==> src/hdl/md4_pkg.sv <==
// ----------------------------------------------------------------------------
// md4_pkg
// shared types and constants for the md4 digest block
// ----------------------------------------------------------------------------
`default_nettype none

package md4_pkg;

  localparam logic [31:0] InitA = 32'h67452301;
  localparam logic [31:0] InitB = 32'hefcdab89;
  localparam logic [31:0] InitC = 32'h98badcfe;
  localparam logic [31:0] InitD = 32'h10325476;
  localparam logic [31:0] K2    = 32'h5A827999;
  localparam logic [31:0] K3    = 32'h6ED9EBA1;
  localparam logic [7:0]  PadMark = 8'h80;

  // request from front to back: one 64-byte block ready, last one of message
  typedef struct packed {
    logic       last;
  } blk_req_t;

  // message word index for round and step
  function automatic logic [3:0] word_idx(input logic [1:0] rnd, input logic [3:0] st);
    logic [3:0] r;
    begin
      unique case (rnd)
        2'd0: r = st;
        2'd1: r = {st[1:0], st[3:2]};
        default: r = {st[0], st[1], st[2], st[3]};
      endcase
      return r;
    end
  endfunction

  function automatic logic [4:0] shift_of(input logic [1:0] rnd, input logic [1:0] s);
    logic [4:0] r;
    begin
      unique case ({rnd, s})
        4'b0000: r = 5'd3;
        4'b0001: r = 5'd7;
        4'b0010: r = 5'd11;
        4'b0011: r = 5'd19;
        4'b0100: r = 5'd3;
        4'b0101: r = 5'd5;
        4'b0110: r = 5'd9;
        4'b0111: r = 5'd13;
        4'b1000: r = 5'd3;
        4'b1001: r = 5'd9;
        4'b1010: r = 5'd11;
        default: r = 5'd15;
      endcase
      return r;
    end
  endfunction

endpackage

`default_nettype wire

==> src/hdl/md4_front.sv <==
// ----------------------------------------------------------------------------
// md4_front
// gathers bytes into a block bank, appends padding, hands blocks to the back
// ----------------------------------------------------------------------------
`default_nettype none

module md4_front (
  input  wire logic               clk_i,
  input  wire logic               rst_ni,
  input  wire logic [7:0]         byte_i,
  input  wire logic               has_data_i,
  input  wire logic               final_i,
  input  wire logic               valid_i,
  output logic                    ready_o,
  // block handoff, one block held at a time
  output logic                    blk_valid_o,
  input  wire logic               blk_ready_i,
  output md4_pkg::blk_req_t       blk_req_o,
  input  wire logic [3:0]         rd_addr_i,
  output logic [31:0]             rd_word_o
);
  import md4_pkg::*;

  typedef enum logic [1:0] {
    S_FILL, S_PAD, S_WAIT
  } state_e;

  logic [31:0] mem_q [16];       // little-endian words, byte writes
  logic [31:0] rd_word_q;
  state_e      state_q, state_d;
  logic [5:0]  fill_q, fill_d;
  logic [63:0] bits_q, bits_d;
  logic        fin_q, fin_d;     // pad marker still to be written
  logic        len_q, len_d;     // current or next pad block holds the length
  logic        bv_q, bv_d;
  logic        last_q, last_d;
  logic        we;
  logic [5:0]  wa;
  logic [7:0]  wd;
  logic        take;

  assign take = valid_i && ready_o;
  assign ready_o = (state_q == S_FILL) && !bv_q;
  assign blk_valid_o = bv_q;
  assign blk_req_o.last = last_q;
  assign rd_word_o = rd_word_q;

  always_comb begin
    state_d = state_q;
    fill_d = fill_q;
    bits_d = bits_q;
    fin_d = fin_q;
    len_d = len_q;
    bv_d = bv_q;
    last_d = last_q;
    we = 1'b0;
    wa = fill_q;
    wd = byte_i;
    if (bv_q && blk_ready_i) begin
      bv_d = 1'b0;
      if (last_q) begin
        bits_d = '0;
      end
    end
    unique case (state_q)
      S_FILL: begin
        if (take) begin
          if (has_data_i) begin
            we = 1'b1;
            bits_d = bits_q + 64'd8;
            fill_d = fill_q + 6'd1;
          end
          fin_d = final_i;
          if (has_data_i && fill_q == 6'd63) begin
            bv_d = 1'b1;
            last_d = 1'b0;
            state_d = S_WAIT;
          end else if (final_i) begin
            state_d = S_PAD;
          end
        end
      end
      S_PAD: begin
        // a pad write puts the marker while it is still owed, else zeros or length
        we = 1'b1;
        fill_d = fill_q + 6'd1;
        if (fin_q) begin
          wd = PadMark;
          fin_d = 1'b0;
          // length fits behind the marker only if it lands before byte 56
          len_d = (fill_q < 6'd56);
        end else if (fill_q >= 6'd56 && len_q) begin
          wd = bits_q[{fill_q[2:0], 3'b000} +: 8];
        end else begin
          wd = 8'h00;
        end
        if (fill_q == 6'd63) begin
          bv_d = 1'b1;
          state_d = S_WAIT;
          last_d = len_q && !fin_q;
          // no length in this block: the next pad block carries it
          len_d = !(len_q && !fin_q);
        end
      end
      default: begin
        if (bv_q && blk_ready_i) begin
          state_d = (fin_q || (!last_q && len_q)) ? S_PAD : S_FILL;
        end
      end
    endcase
  end

  always_ff @(posedge clk_i) begin
    if (we) begin
      mem_q[wa[5:2]][{wa[1:0], 3'b000} +: 8] <= wd;
    end
    rd_word_q <= mem_q[rd_addr_i];
  end

  always_ff @(posedge clk_i or negedge rst_ni) begin
    if (!rst_ni) begin
      state_q <= S_FILL;
      fill_q <= '0;
      bits_q <= '0;
      fin_q <= 1'b0;
      len_q <= 1'b0;
      bv_q <= 1'b0;
      last_q <= 1'b0;
    end else begin
      state_q <= state_d;
      fill_q <= fill_d;
      bits_q <= bits_d;
      fin_q <= fin_d;
      len_q <= len_d;
      bv_q <= bv_d;
      last_q <= last_d;
    end
  end

endmodule

`default_nettype wire

==> src/hdl/md4_back.sv <==
// ----------------------------------------------------------------------------
// md4_back
// 48-step compression, one step a cycle, and four-word digest output
// ----------------------------------------------------------------------------
`default_nettype none

module md4_back (
  input  wire logic               clk_i,
  input  wire logic               rst_ni,
  input  wire logic               blk_valid_i,
  output logic                    blk_ready_o,
  input  wire md4_pkg::blk_req_t  blk_req_i,
  output logic [3:0]              rd_addr_o,
  input  wire logic [31:0]        rd_word_i,
  output logic                    out_valid_o,
  input  wire logic               out_ready_i,
  output logic [31:0]             out_word_o,
  output logic [1:0]              out_num_o,
  output logic                    out_last_o
);
  import md4_pkg::*;

  typedef enum logic [1:0] {
    S_IDLE, S_RUN, S_EMIT
  } state_e;

  state_e      state_q;
  logic [31:0] ch_q [4];
  logic [31:0] r_q [4];
  logic [31:0] w_q [16];   // block copy, taken while running round one
  logic [5:0]  cnt_q;      // 0..48, word fetch addresses the word of the next step
  logic        last_q;
  logic [1:0]  num_q;
  logic [1:0]  rnd;
  logic [3:0]  st;
  logic [1:0]  t;
  logic [31:0] x, y, z, fv, kc, wv, sum, rot;
  logic [4:0]  sh;

  assign rnd = cnt_q[5:4] - 2'd0;
  assign st = cnt_q[3:0];
  assign t = 2'd0 - st[1:0];
  assign blk_ready_o = (state_q == S_IDLE);
  assign rd_addr_o = (state_q == S_RUN) ? (cnt_q[3:0] + 4'd1) : 4'd0;
  assign out_valid_o = (state_q == S_EMIT);
  assign out_word_o = ch_q[num_q];
  assign out_num_o = num_q;
  assign out_last_o = (num_q == 2'd3);

  always_comb begin
    x = r_q[t + 2'd1];
    y = r_q[t + 2'd2];
    z = r_q[t + 2'd3];
    wv = (rnd == 2'd0) ? rd_word_i : w_q[word_idx(rnd, st)];
    unique case (rnd)
      2'd0: begin fv = (x & y) | (~x & z); kc = '0; end
      2'd1: begin fv = (x & y) | (x & z) | (y & z); kc = K2; end
      default: begin fv = x ^ y ^ z; kc = K3; end
    endcase
    sum = r_q[t] + fv + wv + kc;
    sh = shift_of(rnd, st[1:0]);
    rot = (sum << sh) | (sum >> (6'd32 - {1'b0, sh}));
  end

  always_ff @(posedge clk_i or negedge rst_ni) begin
    if (!rst_ni) begin
      state_q <= S_IDLE;
      cnt_q <= '0;
      num_q <= '0;
      last_q <= 1'b0;
      ch_q[0] <= InitA;
      ch_q[1] <= InitB;
      ch_q[2] <= InitC;
      ch_q[3] <= InitD;
    end else begin
      unique case (state_q)
        S_IDLE: begin
          if (blk_valid_i) begin
            // rd_addr 0 fetched this cycle, usable next
            last_q <= blk_req_i.last;
            cnt_q <= '0;
            state_q <= S_RUN;
          end
        end
        S_RUN: begin
          if (cnt_q == 6'd47) begin
            if (last_q) begin
              state_q <= S_EMIT;
              num_q <= '0;
            end else begin
              state_q <= S_IDLE;
            end
            for (int i = 0; i < 4; i++) begin
              ch_q[i] <= ch_q[i] + ((2'(i) == t) ? rot : r_q[i]);
            end
          end
          cnt_q <= cnt_q + 6'd1;
        end
        default: begin
          if (out_ready_i) begin
            num_q <= num_q + 2'd1;
            if (num_q == 2'd3) begin
              state_q <= S_IDLE;
              ch_q[0] <= InitA;
              ch_q[1] <= InitB;
              ch_q[2] <= InitC;
              ch_q[3] <= InitD;
            end
          end
        end
      endcase
    end
  end

  // working registers: loaded on start, one step per run cycle
  always_ff @(posedge clk_i) begin
    if (state_q == S_IDLE) begin
      for (int i = 0; i < 4; i++) r_q[i] <= ch_q[i];
    end else if (state_q == S_RUN) begin
      r_q[t] <= rot;
      if (rnd == 2'd0) w_q[st] <= rd_word_i;
    end
  end

endmodule

`default_nettype wire

==> src/hdl/md4_message_digest_top.sv <==
// ----------------------------------------------------------------------------
// md4_message_digest_top
// md4 digest of a byte stream, four digest words per message
// ----------------------------------------------------------------------------
// usage:
//   slave side takes one request per accepted beat: s_axis_tdata carries the
//   message byte, tuser[0] has_data, tlast ends the message (tuser[0]=0 with
//   tlast=1 ends an empty message or ends after the last data beat)
//   master side gives four words A..D, word number in tuser, tlast on D
// throughput:
//   one byte per cycle while a block gathers; each full 64-byte block holds
//   s_axis_tready low for its handoff, and its 48-step compression overlaps
//   the gathering of the next block
// message end:
//   after tlast, padding writes one byte a cycle up to byte 63 of the block,
//   and a second pad block follows when the marker lands at byte 56 or later;
//   each block is handed off and compressed in 48 steps, then the four words
//   appear one per cycle while the master side takes them
// reset: chaining words to md4 initial values, fill and bit count to zero
// a stalled master side holds the words; the front keeps taking bytes until
// it holds a full or padded block, then drops s_axis_tready
// ----------------------------------------------------------------------------
`default_nettype none

module md4_message_digest_top (
  input  wire logic        clk_i,
  input  wire logic        rst_ni,
  input  wire logic        s_axis_tvalid,
  output logic             s_axis_tready,
  input  wire logic [7:0]  s_axis_tdata,   // data_byte
  input  wire logic        s_axis_tuser,   // has_data
  input  wire logic        s_axis_tlast,   // final_byte
  output logic             m_axis_tvalid,
  input  wire logic        m_axis_tready,
  output logic [31:0]      m_axis_tdata,   // digest_word
  output logic [1:0]       m_axis_tuser,   // word_number
  output logic             m_axis_tlast    // last_word
);
  import md4_pkg::*;

  logic        blk_valid, blk_ready;
  blk_req_t    blk_req;
  logic [3:0]  rd_addr;
  logic [31:0] rd_word;

  md4_front u_front (
    .clk_i, .rst_ni,
    .byte_i(s_axis_tdata), .has_data_i(s_axis_tuser), .final_i(s_axis_tlast),
    .valid_i(s_axis_tvalid), .ready_o(s_axis_tready),
    .blk_valid_o(blk_valid), .blk_ready_i(blk_ready), .blk_req_o(blk_req),
    .rd_addr_i(rd_addr), .rd_word_o(rd_word)
  );

  md4_back u_back (
    .clk_i, .rst_ni,
    .blk_valid_i(blk_valid), .blk_ready_o(blk_ready), .blk_req_i(blk_req),
    .rd_addr_o(rd_addr), .rd_word_i(rd_word),
    .out_valid_o(m_axis_tvalid), .out_ready_i(m_axis_tready),
    .out_word_o(m_axis_tdata), .out_num_o(m_axis_tuser), .out_last_o(m_axis_tlast)
  );

  // the last flag only on word D
  a_last: assert property (@(posedge clk_i) disable iff (!rst_ni)
    m_axis_tvalid |-> (m_axis_tlast == (m_axis_tuser == 2'd3)))
    else $error("last flag off word D");

  // digest word held while the master side stalls
  a_hold: assert property (@(posedge clk_i) disable iff (!rst_ni)
    (m_axis_tvalid && !m_axis_tready) |=> $stable(m_axis_tdata))
    else $error("digest word changed while stalled");

  // word number steps only on a handshake
  a_num: assert property (@(posedge clk_i) disable iff (!rst_ni)
    (m_axis_tvalid && !m_axis_tready) |=> (m_axis_tvalid && $stable(m_axis_tuser)))
    else $error("word number moved without request");

endmodule

`default_nettype wire
==> config.mk <==
export PLATFORM = sky130hd
export DESIGN_NAME = md4_message_digest_top
export DESIGN_NICKNAME = d
export VERILOG_FILES = /design/src/hdl/md4_pkg.sv /design/src/hdl/md4_front.sv /design/src/hdl/md4_back.sv /design/src/hdl/md4_message_digest_top.sv
export SDC_FILE = /design/constraint.sdc
export NUM_CORES = 2
export LEC_CHECK = 0
export BUFFER_PORTS_ARGS = -buffer_cell sky130_fd_sc_hd__clkbuf_2
export CORE_UTILIZATION = 63
export CTS_BUF_LIST = sky130_fd_sc_hd__clkbuf_8
export CTS_CLUSTER_DIAMETER = 40
export CTS_CLUSTER_SIZE = 10
export DETAILED_ROUTE_END_ITERATION = 8
export PLACE_DENSITY = 0.8
export REMOVE_ABC_BUFFERS = 1
export SYNTH_ARGS = -nofsm -noshare
export SYNTH_HDL_FRONTEND = slang
export SYNTH_SLANG_ARGS = --single-unit
==> constraint.sdc <==
create_clock -name clk_i -period 12.3 [get_ports clk_i]
set_input_delay 0.615 -clock clk_i [delete_from_list [all_inputs] [get_ports clk_i]]
set_output_delay 0.615 -clock clk_i [all_outputs]
set_load 0.005 [all_outputs]
==> results.md <==
* Status: finished clean
* Max Cap Violations at 0
* Core ar. at roughly 120,000 sq um
* Worst path max stage delay at 0.66 ns
* Via count at roughly 51,000
* Final core occ at 68.53%
* Minimum clock period at 11.72 ns
* Worst-margin pin slew at roughly 1.3 ns
* Antenna violations before repair at 11
* Max VDD drop at 147.6 uV
* Synth Flop Type: edfxtp_1
* CP required at 13.15 ns
* R2R cell count at 35
* Layout cells sized above 1 at between 15 and 20%
* Fillcell total at 8,096
* Drt initial violations at 6,227
* Wirelength, routed at 202,800 um
* Vias in the first global route at between 40,000 and 50,000
* HPWL Detailed at about 130,000 um
* Mapped Area at 73,630 sq um
* Final Skew at approximately 0.073 ns
* Async SR Flop Fraction at between 15 and 20%
* LEAKAGE at 26.51 nW
* R2r setup slk at 0.58 ns
* Later-pin clock latency in the skew report at 0.98 ns
* Avg Cell Area, Syn at 12.55 sq um
* R2R Path Start: u_back.cnt_q[2]$_DFFE_PN0P_
* Slew HR at 9.747%
* Global placement routability congestion at 0.9985
* Syn. warnings at 0
* Drt wl/cell at 26.80 um
* CTS root buf: clkbuf_8
* Setup Buffers After CTS at 0
* WS Path Type: flip-flop to flip-flop
* Post-synth EDFFs at 1,152
* Total grt overflow at 0
* Num CTS Buffers at 188
* Longest Clk Path Bufs at 3
* RR Endpoint: u_back.ch_q[126]$_DFFE_PN1P_
* Total power draw at 8.678 mW
* Period utilization at 95.31%
* Post-synthesis register bit count at 1,399
* Multi-input logic area at about 31,000 sq um
* RSZ-0062 raised after global routing: false
* Nets at 6,177
* Io pins at between 50 and 60
* CP startpoint kind: flip-flop
* Area grow syn2layout at 8.007%
* Hold Crit Endpoint: u_front.state_q[0]$_DFFE_PN0P_
* Die Ht at 343.9 um
* Final ANT Viol Nets at 0
* Endpoints failing hold at 0
* Max Slew Vio Count at 0
* First-pass GRT wire length at between 300,000 and 400,000 um
* CTS Sinks at 1,399
* CTS tree: yes
* CP Buf/Inv Count at 2
* Worst Setup End Kind: flip-flop
* DRC viols at 0
* CTS H-tree depth at 4
* Post-synth cell types at between 100 and 150
* Buffers added on ports at 50
* PD cells at 109.1 nW/um^2
* Reg area at around 40,000 sq um
* Worst EP arrival at 12.57 ns
* HP Class: input port to flip-flop
* Cts repair resizes at 0
* Worst Min Path Start: s_axis_tuser
* Clock Pin Slew Worst Setup and Hold Paths at 0.07 ns
* Register area share after synthesis at 55.27%
* Vias per Instance at about 6.7
* Final Setup Violations at 0
* Max Fclk at 0.08530 GHz
* Site Rows at 125
* Chip Width at 343.9 um
* GRT Util Overall at 34.35%
* Initial DRT Pass Iterations at 6
* Slowest CP cell: dfrtp_1
* Delay-heaviest family, CP: compound AO/OA/AOI/OAI gates
* Crit path max fanout at 24
* Initial core utilization at a little under two thirds
* Post-Synthesis Cells at a little under 6,000
* Pin count of the biggest net entering global routing at roughly 140
* Die footprint at 118,300 sq um
* Worst Hold Depth at 3
-- cell usage in the layout, fill, tap and decap left out, types with 29 or more instances in the layout --
| cell | n |
|---|---|
| a211oi_1 | 107 |
| a21o_1 | 76 |
| a21oi_1 | 388 |
| a311oi_1 | 67 |
| and3_1 | 36 |
| buf_4 | 102 |
| clkbuf_2 | 49 |
| clkbuf_8 | 198 |
| dfrtp_1 | 146 |
| dfstp_2 | 64 |
| dfxtp_1 | 32 |
| edfxtp_1 | 1152 |
| fa_1 | 91 |
| ha_1 | 189 |
| inv_1 | 226 |
| mux2_2 | 174 |
| mux2i_1 | 331 |
| mux4_2 | 238 |
| nand2_1 | 633 |
| nand2b_1 | 38 |
| nand3_1 | 145 |
| nor2_1 | 394 |
| nor2b_1 | 73 |
| nor3_1 | 29 |
| o211ai_1 | 50 |
| o21a_1 | 38 |
| o21ai_0 | 341 |
| xnor2_1 | 82 |
| xor2_1 | 64 |
-- worst min-delay path: stages --
cell and delay (ns):
clkbuf_2 0.18, o21a_1 0.14, o31ai_1 0.07
-- flip-flops by register name, indices dropped and copies added (netlist names) --
name,cells
u_back.ch_q,128
u_back.cnt_q,6
u_back.last_q,1
u_back.out_num_o,2
u_back.r_q,128
u_back.state_q,2
u_back.w_q,512
u_front.bits_q,64
u_front.blk_req_o,1
u_front.blk_valid_o,1
u_front.fill_q,6
u_front.fin_q,1
u_front.len_q,1
u_front.mem_q,512
u_front.rd_word_o,32
u_front.state_q,2
-- repair_timing --
action,in CTS,in global routing
endpoints found under the hold margin,57,0
hold buffers,3,0
endpoints found under the setup margin,0,0
-- power by group --
part | switching (mW) | total [mW] | internal (mW)
clock network | 1.87 | 3.57 | 1.71
logic | 0.0320 | 0.0368 | 0.00471
registers | 0 | 5.07 | 5.07
-- cells in the mapped netlist, drive strengths merged (11+ instances only) --
cell type	instances	area, sq um
ha	194	2427
nor2	413	1555
fa	91	1822
a311oi	67	586.8
o21ai	362	1827
dfstp	64	1682
a21o	76	570.6
nand2	640	2402
o31ai	21	167.7
o21a	38	285.3
a211oi	107	803.3
clkbuf	256	960.9
inv	144	540.5
o211ai	50	375.4
and2	25	156.4
mux2i	333	3349
nor3	37	185.2
nand4	26	162.7
nor2b	75	469.2
o221ai	18	163.9
mux2	176	1989
xor2	64	560.5
o22a	12	105.1
nand3	147	735.7
and3	37	236.5
buf	85	381.6
nand2b	39	244.0
dfrtp	151	3779
or3	22	147.6
edfxtp	1152	34590
nor4	11	75.07
a21oi	397	2024
xnor2	82	718.2
a31oi	26	168.9
mux4	238	5360
o21bai	22	168.9
dfxtp	32	640.6
-- per-stage QoR --
step / worst slack, ns / hold slack [ns] / instances / setup TNS, ns / instance area [sq um]
floorplan: -16.43 / 0.3194 / 5526 / -4217.56 / 72290
global placement: 1.209 / 0.4586 / 7209 / 0 / 75720
detailed placement: 0.9382 / 0.4706 / 7209 / 0 / 75720
CTS: 0.8683 / 0.003896 / 7561 / 0 / 79520
global route: 0.1589 / 0.06497 / 7564 / 0 / 79530
finish: 0.5767 / 0.09315 / 7565 / 0 / 79530
-- worst max path at each step --
stage / from / end / slack (ns) / cells after the start
after floorplan: u_back.cnt_q[0]$_DFFE_PN0P_ / u_back.ch_q[28]$_DFFE_PN1P_ / -16.43 / 37
after global placement: u_back.cnt_q[2]$_DFFE_PN0P_ / u_back.ch_q[126]$_DFFE_PN1P_ / 1.21 / 35
after detailed placement: u_back.cnt_q[2]$_DFFE_PN0P_ / u_back.ch_q[94]$_DFFE_PN1P_ / 0.94 / 35
after CTS: u_back.cnt_q[2]$_DFFE_PN0P_ / u_back.ch_q[126]$_DFFE_PN1P_ / 0.87 / 35
after global routing: u_back.cnt_q[3]$_DFFE_PN0P_ / u_back.ch_q[95]$_DFFE_PN1P_ / 0.16 / 36
final: u_back.cnt_q[2]$_DFFE_PN0P_ / u_back.ch_q[126]$_DFFE_PN1P_ / 0.58 / 35
-- layer usage --
metal  global-route usage, %  wire (um)
met1                   45.97      76890
met2                   54.48      96030
met3                   6.460      19360
met4                   16.77      10460
met5                       0          8
-- logic make-up after synthesis --
family	Yosys count	share of synthesized area, %
muxes	747	14.53
DFF	1399	55.27
adders and majority gates	285	5.771
buffers and inverters	485	2.557
xor gates and xnor gates	146	1.737
and+or+nand+nor	1503	8.974
AOI/OAI and AO/OA	1302	11.17
-- layout make-up --
type | instances | area share [%]
Clock buffer | 198 | 3.427
Multi-Input combinational cell | 3983 | 39.49
Sequential cell | 1399 | 51.18
Timing Repair Buffer | 162 | 1.504
Tap cell | 1524 | 2.398
Antenna cell | 4 | 0.01259
Inverter | 144 | 0.6797
Clock inverter | 151 | 1.307
(Power assumes the default switching activity.)
